`config.mk`:
```
export PLATFORM = sky130hd
export DESIGN_NAME = lbi_front
export DESIGN_NICKNAME = d
export VERILOG_FILES = /design/src/design/lbi_pkg.sv /design/src/design/lbi_front.sv
export SDC_FILE = /design/constraint.sdc
export NUM_CORES = 1
export LEC_CHECK = 0
export BUFFER_PORTS_ARGS = -buffer_cell sky130_fd_sc_hd__buf_4
export CAP_MARGIN = 15
export CORE_AREA = 2 2 41 43
export DETAILED_ROUTE_END_ITERATION = 7
export DIE_AREA = 0 0 43 45
export PLACE_DENSITY_LB_ADDON = 0.3
export SLEW_MARGIN = 20
export SYNTH_ARGS = -nofsm -noshare
export SYNTH_HDL_FRONTEND = slang
export SYNTH_SLANG_ARGS = --single-unit
```
`constraint.sdc`:
```
create_clock -name vclk -period 1.4
set_input_delay 0.21 -clock vclk [all_inputs]
set_output_delay 0.21 -clock vclk [all_outputs]
set_load 0.03 [all_outputs]
```
`src/design/lbi_pkg.sv`:
```
`default_nettype none

package lbi_pkg;

   localparam int unsigned POSITION_BITS = 20;
   localparam int unsigned UNIT_BITS = 16;
   localparam int unsigned LINE_BITS = 11;
   localparam int unsigned DIGIT_BITS = 3;
   localparam int unsigned QUEUE_DEPTH = 2;

   localparam logic [UNIT_BITS-1:0] CARRIAGE_RETURN = 16'h000D;
   localparam logic [POSITION_BITS-1:0] POSITION_MAX = '1;

   typedef enum logic [1:0] {
      CMD_APPEND = 2'd0,
      CMD_LOCATE = 2'd1,
      CMD_START  = 2'd2,
      CMD_CLEAR  = 2'd3
   } lbi_cmd_type;

   typedef enum logic [1:0] {
      ST_READY  = 2'd0,
      ST_RANGE  = 2'd1,
      ST_MEMORY = 2'd2
   } lbi_status_type;

   typedef enum logic [2:0] {
      OP_APPEND_TEXT  = 3'd0,
      OP_APPEND_BREAK = 3'd1,
      OP_LOCATE       = 3'd2,
      OP_START_FIRST  = 3'd3,
      OP_START_TABLE  = 3'd4,
      OP_START_BAD    = 3'd5,
      OP_CLEAR        = 3'd6
   } lbi_op_type;

   typedef struct packed {
      logic [1:0]               cmd;
      logic [UNIT_BITS-1:0]     unit;
      logic [POSITION_BITS-1:0] position;
      logic [LINE_BITS-1:0]     line_number;
   } lbi_req_type;

   typedef struct packed {
      lbi_status_type           status;
      logic [LINE_BITS-1:0]     found_line;
      logic                     line_first;
      logic [POSITION_BITS-1:0] start_position;
      logic [LINE_BITS-1:0]     line_count;
      logic [DIGIT_BITS-1:0]    digit_count;
   } lbi_rsp_type;

   typedef struct packed {
      lbi_op_type               op;
      logic [POSITION_BITS-1:0] position;
      logic [LINE_BITS-1:0]     line_number;
   } lbi_job_type;

   // Decimal digits of a line count, never fewer than three.
   function automatic logic [DIGIT_BITS-1:0] lbi_digits(input logic [31:0] count);
      logic [DIGIT_BITS-1:0] digits;
      if (count >= 32'd100000) begin
         digits = 3'd6;
      end else if (count >= 32'd10000) begin
         digits = 3'd5;
      end else if (count >= 32'd1000) begin
         digits = 3'd4;
      end else begin
         digits = 3'd3;
      end
      return digits;
   endfunction

endpackage

`default_nettype wire

```
`src/design/lbi_front.sv`:
```
`default_nettype none

module lbi_front (
   input  wire logic                req_valid,
   output logic                     req_stall,
   input  wire lbi_pkg::lbi_req_type req_data,
   input  wire logic                queue_full,
   output logic                     push,
   output lbi_pkg::lbi_job_type     job
);
   import lbi_pkg::*;

   assign req_stall = queue_full;
   assign push = req_valid && !queue_full;

   always_comb begin
      job.position = req_data.position;
      job.line_number = req_data.line_number;
      unique case (req_data.cmd)
         CMD_APPEND: begin
            job.op = (req_data.unit == CARRIAGE_RETURN) ? OP_APPEND_BREAK : OP_APPEND_TEXT;
         end
         CMD_LOCATE: begin
            job.op = OP_LOCATE;
         end
         CMD_START: begin
            if (req_data.line_number == '0) begin
               job.op = OP_START_BAD;
            end else if (req_data.line_number == LINE_BITS'(1)) begin
               job.op = OP_START_FIRST;
            end else begin
               job.op = OP_START_TABLE;
            end
         end
         CMD_CLEAR: begin
            job.op = OP_CLEAR;
         end
         default: begin
            job.op = OP_CLEAR;
         end
      endcase
   end

endmodule

`default_nettype wire

```
==> Yosys cells after proc, flatten, opt, wreduce, memory -nomap -nowiden <==
Cells that the tools add are included.
{ "word_totals": {"elab_cells": 13, "inputBits": 51, "ff_bits": 0, "out_inout_bits": 36} }
{ "classes": {"reduce_logical": 4, "eq_ne": 5, "muxes": 4} }
{ "op_table": {"columns": ["op", "n"], "rows": [
  ["16-bit by 4-bit equality test with 1-bit output (second input constant)", 1],
  ["3-bit case mux with 4 select lines", 1],
  ["11-bit by 1-bit equality test with 1-bit output (second input constant)", 1],
  ["11-bit logical NOT", 1],
  ["3-bit two-way mux", 2],
  ["2-bit equality test (second input constant)", 2],
  ["2-bit by 1-bit equality test with 1-bit output (second input constant)", 1],
  ["2-bit logical NOT", 1],
  ["1-bit logical AND", 1],
  ["1-bit logical NOT", 1],
  ["1-bit two-way mux", 1]
]} }

==> Depth between registers and ports, before layout <==
{ "depth": {"ltp_word": 4, "mapped_depth": 3, "depth_no_buf": 3} }

==> Least setup slack after synthesis <==
Ideal clock, no wire load.
{ "synth_timing": {"path_kind": "input -> output", "start": "input req_data[41] (netlist bit)", "end": "output job[31] (netlist bit)", "n_path_buf": 0, "t_required_ps": 1190, "path_stages": 2, "setup_slack_ps": -24, "t_arrival_ps": 1214, "path_cell_list": "or4_1 > o22ai_1"} }
{ "synth_lines": {"columns": ["element", "line_no", "source"], "rows": [
  ["from (decl)", "lbi_front.sv:6", "input wire lbi_pkg::lbi_req_type req_data,"],
  ["to (decl)", "lbi_front.sv:9", "output lbi_pkg::lbi_job_type job"]
]} }

==> out/metrics.csv <==
stage;metric;value;unit
floorplan;dieArea;0.00194;mm^2
sta;rsz_0062_raised_after_global_routing;true;
route;antenna_violating_nets_post_route;0;
sta;finalCritPeriodShare;99.6;%
sta;setup_viol;0;
power_and_ir_drop;ir_drop;95.6;uV
power_and_ir_drop;power;0.180;mW
sta;fin_ws;0.00554;ns
synth;post-synth-top-area-fraction;70.1;%
sta;timing.hold.ws;0.420;ns
route;drc;0;
setup_path;critical-path-top-delay-family;buffers and inverters;
grt;grt_util_all_layers;8.45;%
power_and_ir_drop;power_density_over_cell_area;329;mW/mm^2
synth;synth_area_leader_cell;sky130_fd_sc_hd__buf_4;
grt;grt_start_max_net_pins;5;
place;io_buffer_count;47;
sta;max_clock_freq;0.717;GHz
synth;mappedNetlistNets;99;
route;detail_route.wl_per_cell;11.2;um
finish;layout.clock_buffers;0;
synth;ys.warnings.count;0;
synth;synth.lib_cells_used.distinct;13;
synth;synth_seq_area_share;0;%
route;drt-pass1-iter-count;1;
setup_path;cp_max_fo;2;
finish;share_of_cells_above_drive_strength_1;81.5;%
floorplan;pin_count;87;
sta;max_slew.worst_pin.slew;0.280;ns
synth;post_synth.cell_area_avg;7.14;um^2
grt;grt_overflow;0;
finish;sequential_cell_area;0;um^2
setup_path;crit_type;input port to primary output;
finish;fin_nets;118;
place;finalWeightedCongestion;0.670;
setup_path;critical_path.cell_chain;buf_6 > nor4_4 > buf_4 > nand4_1 > o22ai_2 > buf_6;
hold_path;kind_of_path_behind_the_tightest_hold_check;input port to primary output;
setup_path;cp_arrival;1.18;ns
run_status;status;completed;
clock_network;postCtsHoldBufs;0;
route;drt-initial-drc-count;0;
finish;final.fill_count;162;
place;numPlacedInstances;81;
setup_path;worst-path-buf-inv;3;
floorplan;area_of_the_core_region;0.00147;mm^2
route;dr_total_vias;357;
floorplan;fp.dieW;43;um
finish;layoutNonFillerInstCount;81;
finish;flow.area_growth_from_synthesis;59.9;%
route;routed_wl;908;um
grt;grt_antenna_before_repair;0;
sta;slew-limit-headroom;81.1;%
setup_path;crit_top_cell;sky130_fd_sc_hd__buf_6;
floorplan;starting_density_of_the_core;23.3;%
setup_path;worstSetupEndpointType;primary output;
grt;grt_first_pass_wirelength;1.33;mm
setup_path;slowest_stage_delay_on_critical_path;0.26;ns
synth;synth_area;343;um^2
finish;seq_cells;0;
synth;synth.top_cells.by_area;sky130_fd_sc_hd__buf_4 70%, sky130_fd_sc_hd__nor4_1 5.5%, sky130_fd_sc_hd__nand4_1 3.6%, sky130_fd_sc_hd__nor4bb_1 2.9%, sky130_fd_sc_hd__nor4b_1 2.6%;
sta;fin_crit;1.39;ns
sta;setup_tns;0;ns
setup_path;critical_path_required;1.19;ns
setup_path;cp_slowest_cell;sky130_fd_sc_hd__nor4_4;
sta;report.final.hold_viol_count;0;
finish;num_antenna_cells;0;
place;detailedPlace.worstSlack;-0.0786;ns
grt;number_of_global_route_vias_before_repair;311;
setup_path;cp-start-kind;input port;
power_and_ir_drop;p_leak;0.271;nW
synth;synthCells;48;
floorplan;floorplan.rows;14;
floorplan;die_height;45;um
clock_network;post-cts-setup-buffer-count;0;
run;drv_cap;0;
sta;timing_max_transition_violations_final;0;
route;vias_per_cell;4.41;
final cells by class:
type | instances | area [um^2] | area share, %
well taps | 16 | 20.0 | 3.65
repair buffers | 49 | 383 | 69.9
inverters | 1 | 3.75 | 0.685
multi-input cells | 15 | 141 | 25.8
cells in the mapped netlist (all sizes together):
cell     n
o22ai    1
nor4b    1
nor4bb   1
buf     32
nor2b    1
inv      1
nand4    2
nor2     2
o21bai   1
nand3    1
nor4     3
or4      1
o31a     1
kinds of logic after synthesis:
logic type / synth area share [%]
AOI/OAI and AO/OA: 6.57
buffers and inverters: 71.2
and+or+nand+nor: 22.3
cell usage in the layout (no fill, tap or decap):
cell type and n:
sky130_fd_sc_hd__buf_4 45, sky130_fd_sc_hd__buf_6 4, sky130_fd_sc_hd__inv_1 1, sky130_fd_sc_hd__nand3_1 1
sky130_fd_sc_hd__nand4_1 2, sky130_fd_sc_hd__nor2_1 2, sky130_fd_sc_hd__nor2b_1 1, sky130_fd_sc_hd__nor4_1 1
sky130_fd_sc_hd__nor4_4 2, sky130_fd_sc_hd__nor4b_2 1, sky130_fd_sc_hd__nor4bb_1 1, sky130_fd_sc_hd__o21bai_1 1
sky130_fd_sc_hd__o22ai_2 1, sky130_fd_sc_hd__o31a_1 1, sky130_fd_sc_hd__or4_1 1
final timing paths:
kind    startpoint  depth (start not counted)      end
min   req_data[15]                          0  job[15]
max    req_data[4]                          6  job[31]
what timing repair did:
item                                    4_1_cts  5_1_grt
gates resized for setup                       5        4
pin swaps                                     3        2
endpoints found under the setup margin        3        3
layer usage:
layer  vias to the layer above  routed length (um)  part of all wire (%)  GRT usage [%]
li1                        167                   -                     -              -
met3                         2                 257                    28           4.80
met2                        38                 408                    45           15.5
met5                         -                   0                     0              0
met4                         0                   8                  0.88           1.82
met1                       150                 234                    26           8.43
power breakdown:
part           switching [mW]  internal, mW  total (mW)
Sequential                  0             0           0
Clock                       0             0           0
Combinational          0.0833        0.0970       0.180
per-stage QoR:
step | utilization [%] | area [um^2]
floorplan | - | 349
global route | 37.2 | 548
detailed placement | 33.8 | 497
global placement | 33.8 | 497
finish | 37.2 | 548
CTS | 35.7 | 526
Note: power is estimated with default switching activity, not from simulation.
