**src/design/lbi_pkg.sv**
```systemverilog
`default_nettype none

package lbi_pkg;

   localparam int unsigned POSITION_BITS = 20;
   localparam int unsigned UNIT_BITS = 16;
   localparam int unsigned LINE_BITS = 11;
   localparam int unsigned DIGIT_BITS = 3;
   localparam int unsigned QUEUE_DEPTH = 2;

   localparam logic [UNIT_BITS-1:0] CARRIAGE_RETURN = 16'h000D;
   localparam logic [POSITION_BITS-1:0] POSITION_MAX = '1;

   typedef enum logic [1:0] {
      CMD_APPEND = 2'd0,
      CMD_LOCATE = 2'd1,
      CMD_START  = 2'd2,
      CMD_CLEAR  = 2'd3
   } lbi_cmd_type;

   typedef enum logic [1:0] {
      ST_READY  = 2'd0,
      ST_RANGE  = 2'd1,
      ST_MEMORY = 2'd2
   } lbi_status_type;

   typedef enum logic [2:0] {
      OP_APPEND_TEXT  = 3'd0,
      OP_APPEND_BREAK = 3'd1,
      OP_LOCATE       = 3'd2,
      OP_START_FIRST  = 3'd3,
      OP_START_TABLE  = 3'd4,
      OP_START_BAD    = 3'd5,
      OP_CLEAR        = 3'd6
   } lbi_op_type;

   typedef struct packed {
      logic [1:0]               cmd;
      logic [UNIT_BITS-1:0]     unit;
      logic [POSITION_BITS-1:0] position;
      logic [LINE_BITS-1:0]     line_number;
   } lbi_req_type;

   typedef struct packed {
      lbi_status_type           status;
      logic [LINE_BITS-1:0]     found_line;
      logic                     line_first;
      logic [POSITION_BITS-1:0] start_position;
      logic [LINE_BITS-1:0]     line_count;
      logic [DIGIT_BITS-1:0]    digit_count;
   } lbi_rsp_type;

   typedef struct packed {
      lbi_op_type               op;
      logic [POSITION_BITS-1:0] position;
      logic [LINE_BITS-1:0]     line_number;
   } lbi_job_type;

   // Decimal digits of a line count, never fewer than three.
   function automatic logic [DIGIT_BITS-1:0] lbi_digits(input logic [31:0] count);
      logic [DIGIT_BITS-1:0] digits;
      if (count >= 32'd100000) begin
         digits = 3'd6;
      end else if (count >= 32'd10000) begin
         digits = 3'd5;
      end else if (count >= 32'd1000) begin
         digits = 3'd4;
      end else begin
         digits = 3'd3;
      end
      return digits;
   endfunction

endpackage

`default_nettype wire

```
**src/design/lbi_queue.sv**
```systemverilog
`default_nettype none

module lbi_queue (
   input  wire logic                 clock,
   input  wire logic                 reset,
   input  wire logic                 push,
   input  wire lbi_pkg::lbi_job_type push_job,
   input  wire logic                 pop,
   output logic                      full,
   output logic                      not_empty,
   output lbi_pkg::lbi_job_type      head_job
);
   import lbi_pkg::*;

   localparam int unsigned PW = (QUEUE_DEPTH > 1) ? $clog2(QUEUE_DEPTH) : 1;
   localparam int unsigned NW = $clog2(QUEUE_DEPTH + 1);

   lbi_job_type slot_ff [QUEUE_DEPTH];
   logic [PW-1:0] wr_ptr_ff, wr_ptr_in;
   logic [PW-1:0] rd_ptr_ff, rd_ptr_in;
   logic [NW-1:0] fill_ff, fill_in;
   logic do_push, do_pop;

   assign full = (fill_ff == NW'(QUEUE_DEPTH));
   assign not_empty = (fill_ff != '0);
   assign head_job = slot_ff[rd_ptr_ff];
   assign do_push = push && !full;
   assign do_pop = pop && not_empty;

   always_comb begin
      wr_ptr_in = wr_ptr_ff;
      rd_ptr_in = rd_ptr_ff;
      fill_in = fill_ff;
      if (do_push) begin
         wr_ptr_in = (wr_ptr_ff == PW'(QUEUE_DEPTH - 1)) ? '0 : wr_ptr_ff + PW'(1);
      end
      if (do_pop) begin
         rd_ptr_in = (rd_ptr_ff == PW'(QUEUE_DEPTH - 1)) ? '0 : rd_ptr_ff + PW'(1);
      end
      if (do_push && !do_pop) begin
         fill_in = fill_ff + NW'(1);
      end else if (do_pop && !do_push) begin
         fill_in = fill_ff - NW'(1);
      end
   end

   always_ff @(posedge clock) begin
      if (reset) begin
         wr_ptr_ff <= '0;
         rd_ptr_ff <= '0;
         fill_ff <= '0;
      end else begin
         wr_ptr_ff <= wr_ptr_in;
         rd_ptr_ff <= rd_ptr_in;
         fill_ff <= fill_in;
      end
   end

   always_ff @(posedge clock) begin
      if (do_push) begin
         slot_ff[wr_ptr_ff] <= push_job;
      end
   end

endmodule

`default_nettype wire

```
**config.mk**
```make
export PLATFORM = sky130hd
export DESIGN_NAME = lbi_queue
export DESIGN_NICKNAME = d
export VERILOG_FILES = /design/src/design/lbi_pkg.sv /design/src/design/lbi_queue.sv
export SDC_FILE = /design/constraint.sdc
export NUM_CORES = 1
export LEC_CHECK = 0
export BUFFER_PORTS_ARGS = -buffer_cell sky130_fd_sc_hd__buf_2
export CAP_MARGIN = 10
export CORE_ASPECT_RATIO = 0.75
export CORE_MARGIN = 8
export CORE_UTILIZATION = 35
export CTS_BUF_LIST = sky130_fd_sc_hd__clkbuf_4 sky130_fd_sc_hd__clkbuf_8
export DETAILED_ROUTE_END_ITERATION = 12
export PLACE_DENSITY_LB_ADDON = 0.05
export SLEW_MARGIN = 10
export SYNTH_ARGS = -nofsm -noshare
export SYNTH_HDL_FRONTEND = slang
export SYNTH_SLANG_ARGS = --single-unit
```
**constraint.sdc**
```tcl
create_clock -name clock -period 1.82 [get_ports clock]
set_input_delay 0.364 -clock clock [delete_from_list [all_inputs] [get_ports clock]]
set_output_delay 0.364 -clock clock [all_outputs]
set_load 0.005 [all_outputs]
```
# Yosys cells after proc, flatten, opt, wreduce, memory -nomap -nowiden
# Memory sizes are Yosys's and may differ from the RTL's. A register that Yosys moved wholly into a read port is not among the register bits.
# Index checks and enable logic that the tools add are counted.
# W data, S select, Z words.
# op_classes
eq_ne	1
addsub	4
n_mux	8
reduce_logical	9
# op_table
op	count
$mux W1	6
$logic_and A1 B1 Y1	4
$mux W2	2
$reduce_bool A2 Y1	2
$logic_not A1 Y1	3
$add A1 B1 Y1 const B	2
$add A2 B1 Y2 const B	1
$eq A2 B2 Y1 const B	1
$sub A2 B1 Y2 const B	1
# word_totals
out_inout_bits	36
ram_bits	68
ff_bits	4
input_bits	38
memories	1
# memory_table
memory	words	width	read_ports	rd_clocked_by_memory_dff	wr	line_no	rtl
slot_ff	2	34	1	1	1	lbi_queue.sv:18	lbi_job_type slot_ff [QUEUE_DEPTH];

# Depth between registers and ports, before layout
# Gate-level depths: netlist (run 1).
# logic_depth
ltp_word	7
ltp_mapped	6

# Least setup slack after synthesis (run 1)
# Ideal clock, no wire load.
# synth_path
path_type	flip-flop to flip-flop
start	reg fill_ff[1]
end	mem slot_ff[0][0] in the netlist's numbering (enable)
stages_incl_launch_ff	4
n_path_buf	0
arrival_time_ps	1482
synth_period_minus_slack_ps	1870
setup_slack_ps	-50
t_required_ps	1431
cell_sequence	dfxtp_1 -> nor2b_2 -> or3_1 -> inv_1
# synth_via
elab_chain_len	5
# synth_lines
item	line_no	rtl
start, declared	lbi_queue.sv:21	logic [NW-1:0] fill_ff, fill_in;
start signal, assigned	lbi_queue.sv:55	fill_ff <= fill_in;
$eq A2 B2 Y1	lbi_queue.sv:24	assign full = (fill_ff == NW'(QUEUE_DEPTH));
via full	lbi_queue.sv:9	output logic full,
$logic_not A1 Y1	lbi_queue.sv:27	assign do_push = push && !full;
$logic_and A1 B1 Y1	lbi_queue.sv:27	
$mux W1	lbi_queue.sv:60	if (do_push) begin
$mux W1 (implied by the code)	lbi_queue.sv:61	slot_ff[wr_ptr_ff] <= push_job;
end, declared	lbi_queue.sv:18	
# The timed path passes the listed nets, and every way through them passes these cells.

==> results of run 1 <==
[metrics by stage]
step | setup WS (ps) | setup TNS, ps | util [%] | instance area, um^2
after global routing | 9.987 | 0 | 45.91 | 3381
after CTS | -24.74 | -102.3 | 45.67 | 3363
after global placement | 302.1 | 0 | 43.44 | 3199
after floorplan | 227.0 | 0 | - | 2673
after detailed placement | 286.7 | 0 | 43.44 | 3199
final | 73.21 | 0 | 45.91 | 3381
[logic make-up (layout without fill, tap and decap cells)]
family	count (synthesis)	in the layout	synth area share, %
muxes	34	34	14.35
DFF	73	73	80.30
xor gates and xnor gates	3	3	0.9852
and+or+nand+nor	9	9	1.829
adders and majority gates	1	1	0.4690
AOI/OAI and AO/OA	5	5	0.9379
buffers and inverters	6	96	1.126
[layout make-up]
type / instances / area (um^2) / area share, %
Clock buffer: 11 / 138.9 / 4.108
Tap cell: 101 / 126.4 / 3.738
Sequential cell: 73 / 2143 / 63.40
Timing Repair Buffer: 79 / 442.9 / 13.10
Clock inverter: 4 / 21.27 / 0.6292
Inverter: 2 / 11.26 / 0.3331
Multi-Input combinational cell: 52 / 496.7 / 14.69
[what timing repair did]
item                                    4_1_cts  5_1_grt
resized for setup                             1        5
hold endpoints to repair                      0        0
hold buffers                                  0        0
endpoints found under the setup margin       21       34
[layer usage]
metal,GRT usage [%],vias to the layer above
li1,-,673
met1,9.615,686
met3,5.093,7
met4,3.826,0
met5,0,-
met2,18.00,42
[how the worst max path moves through the flow]
| stage | to | cells past startpoint | start |
|---|---|---|---|
| floorplan | slot_ff[0][0] | 3 | fill_ff[1] |
| global placement | slot_ff[0][13] | 5 | push |
| detailed placement | fill_ff[1] | 4 | fill_ff[0] |
| CTS | head_job[4] | 3 | flop |
| global route | head_job[4] | 3 | flop |
| finish | head_job[4] | 3 | flop |
[worst reg2reg max path: cells and delay by family, from the launching register on]
family	cells	cell delay, ps
and+or+nand+nor	3	650
DFF	1	370
AOI/OAI and AO/OA	1	150
adders and majority gates	1	310
[flip-flops by register name (all words and copies together) (netlist names), named ones only]
signal,count
wr_ptr_ff,1
rd_ptr_ff,1
slot_ff,68
fill_ff,2
[cell usage in the layout, fill, tap and decap left out, types with 2 or more instances in the layout]
| cell type | netlist | final |
|---|---|---|
| buf_2 | 3 | 73 |
| edfxtp_1 | 68 | 68 |
| mux2_2 | 34 | 34 |
| clkbuf_8 | 0 | 9 |
| nor2_1 | 4 | 4 |
| dfxtp_1 | 5 | 4 |
| o21ai_0 | 3 | 3 |
| xor2_1 | 3 | 3 |
| buf_4 | 1 | 3 |
| or3_1 | 2 | 2 |
| clkinvlp_4 | 0 | 2 |
| a21oi_1 | 2 | 2 |
| clkbuf_4 | 0 | 2 |
| clkinv_2 | 0 | 2 |
| buf_12 | 0 | 2 |
[power groups by stage]
stage	Sequential, uW	Combinational [uW]	Clock, uW
2_1_floorplan	2200	669	0
3_3_place_gp	2200	1140	0
3_5_place_dp	2220	1160	0
4_1_cts	2190	1170	1090
5_1_grt	2220	1270	1160
6_report	2190	1160	1040
==> run metrics, run 1 <==
WL met1=around 1900 um; R2R setup slack=roughly 280 ps; RSZ-0062 raised after global routing=false; met2 WL post-DR=around 2700 um; share of post-route cells with drive strength above 1=59.73%; worst hold slack=between 200 and 250 ps; Tot GR Track Use=about a tenth; DIE AREA=~0.011 mm^2; Net Switching=roughly 1200 uW; most frequent cells after synthesis=68 x edfxtp_1, 34 x mux2_2, 5 x dfxtp_1; Worst-path clk slew=around 70 ps; CTS tree=built; Core Area=0.007365 mm^2; Startpoint Class=flop; initial antenna violation count=0; DRC violations left=0; Synth area leaders=edfxtp_1 77%, mux2_2 14%, dfxtp_1 3.8%; uppermost layer routed=met4; syn_area_per_cell=roughly 20 um^2; post-synth top area share=76.55%; nets=around 260; Pre-Repair DR Iteration Count=4; clk_skew=between 10 and 15 ps; Via Count=roughly 1400; r2r startpoint=fill_ff[1]; Reg2Reg Depth=5; critical path capture point type=primary output; I/O Pins=74; Hold Path Origin=push_job[31]; LEAKAGE=approximately 0.0013 uW; DRT iter0 DRCs=37; # H-tree levels=3; Pint=around 3200 uW; Die Span X=116.8 um; Fmax=572.5 MHz; largest net degree at the start of global routing=24; Post-synth EDFFs=68; Slew @ Worst Pin=327.8 ps; arrival time at the worst endpoint=1380 ps; worst skew pair latency=between 300 and 400 ps; syn nets=170; Placer Congestion=about 0.69; buffers and inverters on the worst path=2; Final Hold Fails=0; global-route wire length before repair=7900 um; clk sinks=73; Mapped Area=roughly 0.0027 mm^2; total wire length=5152 um; metal3 WL=approximately 440 um; ys async rst share=0%; Final period util=a little over nine tenths; wire per inst=16.00 um; Worst Hold Class=in -> reg; maxcap violations=0; largest delay contributor family on the critical path=flip-flops; remaining antenna violation count=0; worst-path cell chain=buf_12, mux2_2, buf_2; final setup violation count=0; DIE HEIGHT=just over 90 um; worst-path maximum fanout=21; Final Non-Filler Cells=~320; most numerous cell in the Yosys netlist=edfxtp_1; vias per cell=4.373; Hold Path Depth=1; Area Overhead vs Synth=26.74%; fill count=around 690; max-slew violations=0; status=finished clean; Detailed Place HPWL=about 3600 um; Core Rows=27; switching share of power=a little over a quarter; CP peak stage delay=roughly 370 ps; post-synthesis sequential area ratio=80.30%; placed cells=about 300; post-route minimum period=~1700 ps; Setup Fix Bufs, Post-CTS=0; initial cell density of the core=between 30% and 40%; Synth Warn #=0; # diodes=0; Num CTS Buffers=9; critical path class=reg -> out; IO buf count=73; clock root cell=clkbuf_8; Main synth FF type=edfxtp_1; Yosys reg bits=73; vias in the first global route=about 1600; clock power share=23.8%; share of power burned in registers=approximately half; area leader, netlist=edfxtp_1; Slowest-stage cell, CP=dfxtp_2; FF-to-FF End=fill_ff[1]; power per cell area=1299 mW/mm^2; Post-Synthesis Cells=between 100 and 150; Data required, critical path=1460 ps; peak supply drop=0.5688 mV; Congestion Overflow GR=0; Netlist cell types=15; hold endpoint=slot_ff[1][31]; max-slew headroom at the worst pin=about four fifths; Tot Pwr=between 4000 and 5000 uW; Bufs on Longest Clock Path=2; Gate power share=26.3%
No activity file was read; power rests on OpenSTA's default activity.
==> run 2: changes to the inputs <==
==> constraint.sdc (replaced) <==
create_clock -name clock -period 1.7 [get_ports clock]
set_input_delay 0.34 -clock clock [delete_from_list [all_inputs] [get_ports clock]]
set_output_delay 0.34 -clock clock [all_outputs]
set_load 0.005 [all_outputs]
==> run metrics, run 2 (synthesized netlist as in run 1, its figures left out) <==
status=finished clean; Pint=roughly 3800 uW; maxcap violations=0; Net Switching=between 1000 and 1500 uW; Largest regs=slot_ff (68), fill_ff (2); clk sinks=73; arrival time at the worst endpoint=~1400 ps; DRC violations left=0; placed cells=around 300; initial cell density of the core=a little over a third; worst skew pair latency=330 ps; global-route wire length before repair=about 8000 um; IO buf count=73; clk_skew=between 5 and 6 ps; max-slew headroom at the worst pin=between 80% and 90%; Setup WS pre-CTS=~110 ps; vias per cell=approximately 4.4; Num CTS Buffers=9; most frequent cells in the layout=68 x edfxtp_1, 65 x buf_2, 20 x mux2_2; share of post-route cells with drive strength above 1=between 50% and 60%; Core Area=0.007365 mm^2; Setup TNS Final=0 ps; final setup violation count=0; R2R setup slack=roughly 140 ps; FF-to-FF End=fill_ff[1]; Multi-input gate area=between 500 and 600 um^2; I/O Pins=74; Startpoint Class=flop; Biggest register=slot_ff; nets=about 260; Reg2Reg Depth=5; Largest register FFs=68; remaining antenna violation count=0; Final Hold Fails=0; Tot GR Track Use=about a tenth; wire per inst=roughly 16 um; Congestion Overflow GR=0; RSZ-0062 raised after global routing=true; worst-path maximum fanout=19; power per cell area=roughly 1400 mW/mm^2; CTS tree=built; worst hold slack=191.3 ps; # diodes=0; Slowest-stage cell, CP=dfxtp_4; initial antenna violation count=0; share of power burned in registers=between 40% and 50%; peak supply drop=approximately 0.65 mV; post-route minimum period=between 1500 and 2000 ps; Via Count=1430; setup ws final=around 10 ps; fill count=between 600 and 700; Area Overhead vs Synth=32.65%; Data required, critical path=approximately 1400 ps; vias in the first global route=between 1500 and 2000; Placer Congestion=just under 0.7; total wire length=just over 5000 um; r2r startpoint=fill_ff[0]; Reg area=0.002146 mm^2; Final Non-Filler Cells=323; Bufs on Longest Clock Path=2; Die Span X=116.8 um; Core Rows=27; largest net degree at the start of global routing=24; switching share of power=between 20% and 30%; DIE HEIGHT=roughly 92 um; DIE AREA=0.01070 mm^2; Pre-Repair DR Iteration Count=3; Critical Path Sink=head_job[10]; clock power share=between 20% and 30%; # H-tree levels=3; CP peak stage delay=between 300 and 400 ps; Worst Hold Class=in -> reg; clock root cell=clkbuf_8; max-slew violations=0; most common library cell in the layout ignoring fill and taps=edfxtp_1; worst-path cell chain=buf_12, mux2_2, buf_2; Worst-path clk slew=70 ps; DRT iter0 DRCs=55; Final period util=between 90 and 100%; critical path class=reg -> out; Fmax=591.7 MHz; LEAKAGE=approximately 0.0014 uW; critical path capture point type=primary output; Slew @ Worst Pin=253.8 ps; Gate power share=between 20 and 30%
## run 2: cell types whose count changed in the layout (fill, tap and decap cells not counted), sizes merged
cell	delta
clkinv	+1
clkbuf	-1
bufinv	+1
## run 2: what timing repair did
| item | 4_1_cts | 5_1_grt |
|---|---|---|
| setup buffers | 0 | 0 |
| setup endpoints to repair | 34 | 35 |
| hold buffers | 0 | 0 |
| gates resized for setup | 6 | 23 |
## run 2: power by group through the flow
stage	logic (uW)	registers (uW)	clock network (uW)
floorplan	716	2350	0
global placement	1250	2370	0
detailed placement	1280	2380	0
CTS	1320	2350	1320
global route	1570	2380	1390
finish	1440	2360	1270
## run 2: metal layers
metal  global-route usage [%]  routed length [um]  share of wire [%]  vias to the layer above
met5                        0                   0                  0                        -
met4                    4.782                  80                1.5                        0
met3                    4.563                 442                8.5                        9
met2                    18.52                2834                 55                       43
met1                    9.065                1837                 35                      700
li1                         -                   -                  -                      678
## run 2: through the flow
stage	utilization (%)	area (um^2)	total power [uW]
4_1_cts	46.64	3435	4991
5_1_grt	48.05	3538	5346
2_1_floorplan	-	2673	3069
6_report	48.05	3538	5064
3_3_place_gp	43.78	3224	3618
3_5_place_dp	43.78	3224	3662
## run 2: layout make-up
class                      count  area share, %
sequential                    73          60.64
multi-input combinational     52          15.66
timing repair buffer          79          14.43
clock buffer                  10          3.713
tap                          101          3.571
clock inverter                 6          1.662
inverter                       2         0.3182
## run 2: critical path: cells and delay by family, from the launching register on
kind / cells / cell delay [ps]
buffers and inverters: 2 / 300
flip-flops: 1 / 370
multiplexers: 1 / 350
## run 2: worst min path at each step
stage / startpoint / endpoint / slack (ps) / cells past startpoint
5_1_grt: push_job[22] / slot_ff[0][22] / 160 / 1
3_3_place_gp: fill_ff[1] / fill_ff[1] / 480 / 2
6_report: push_job[22] / slot_ff[0][22] / 190 / 1
3_5_place_dp: wr_ptr_ff / wr_ptr_ff / 480 / 2
2_1_floorplan: reset / fill_ff[1] / 410 / 1
4_1_cts: push_job[22] / slot_ff[0][22] / 170 / 1
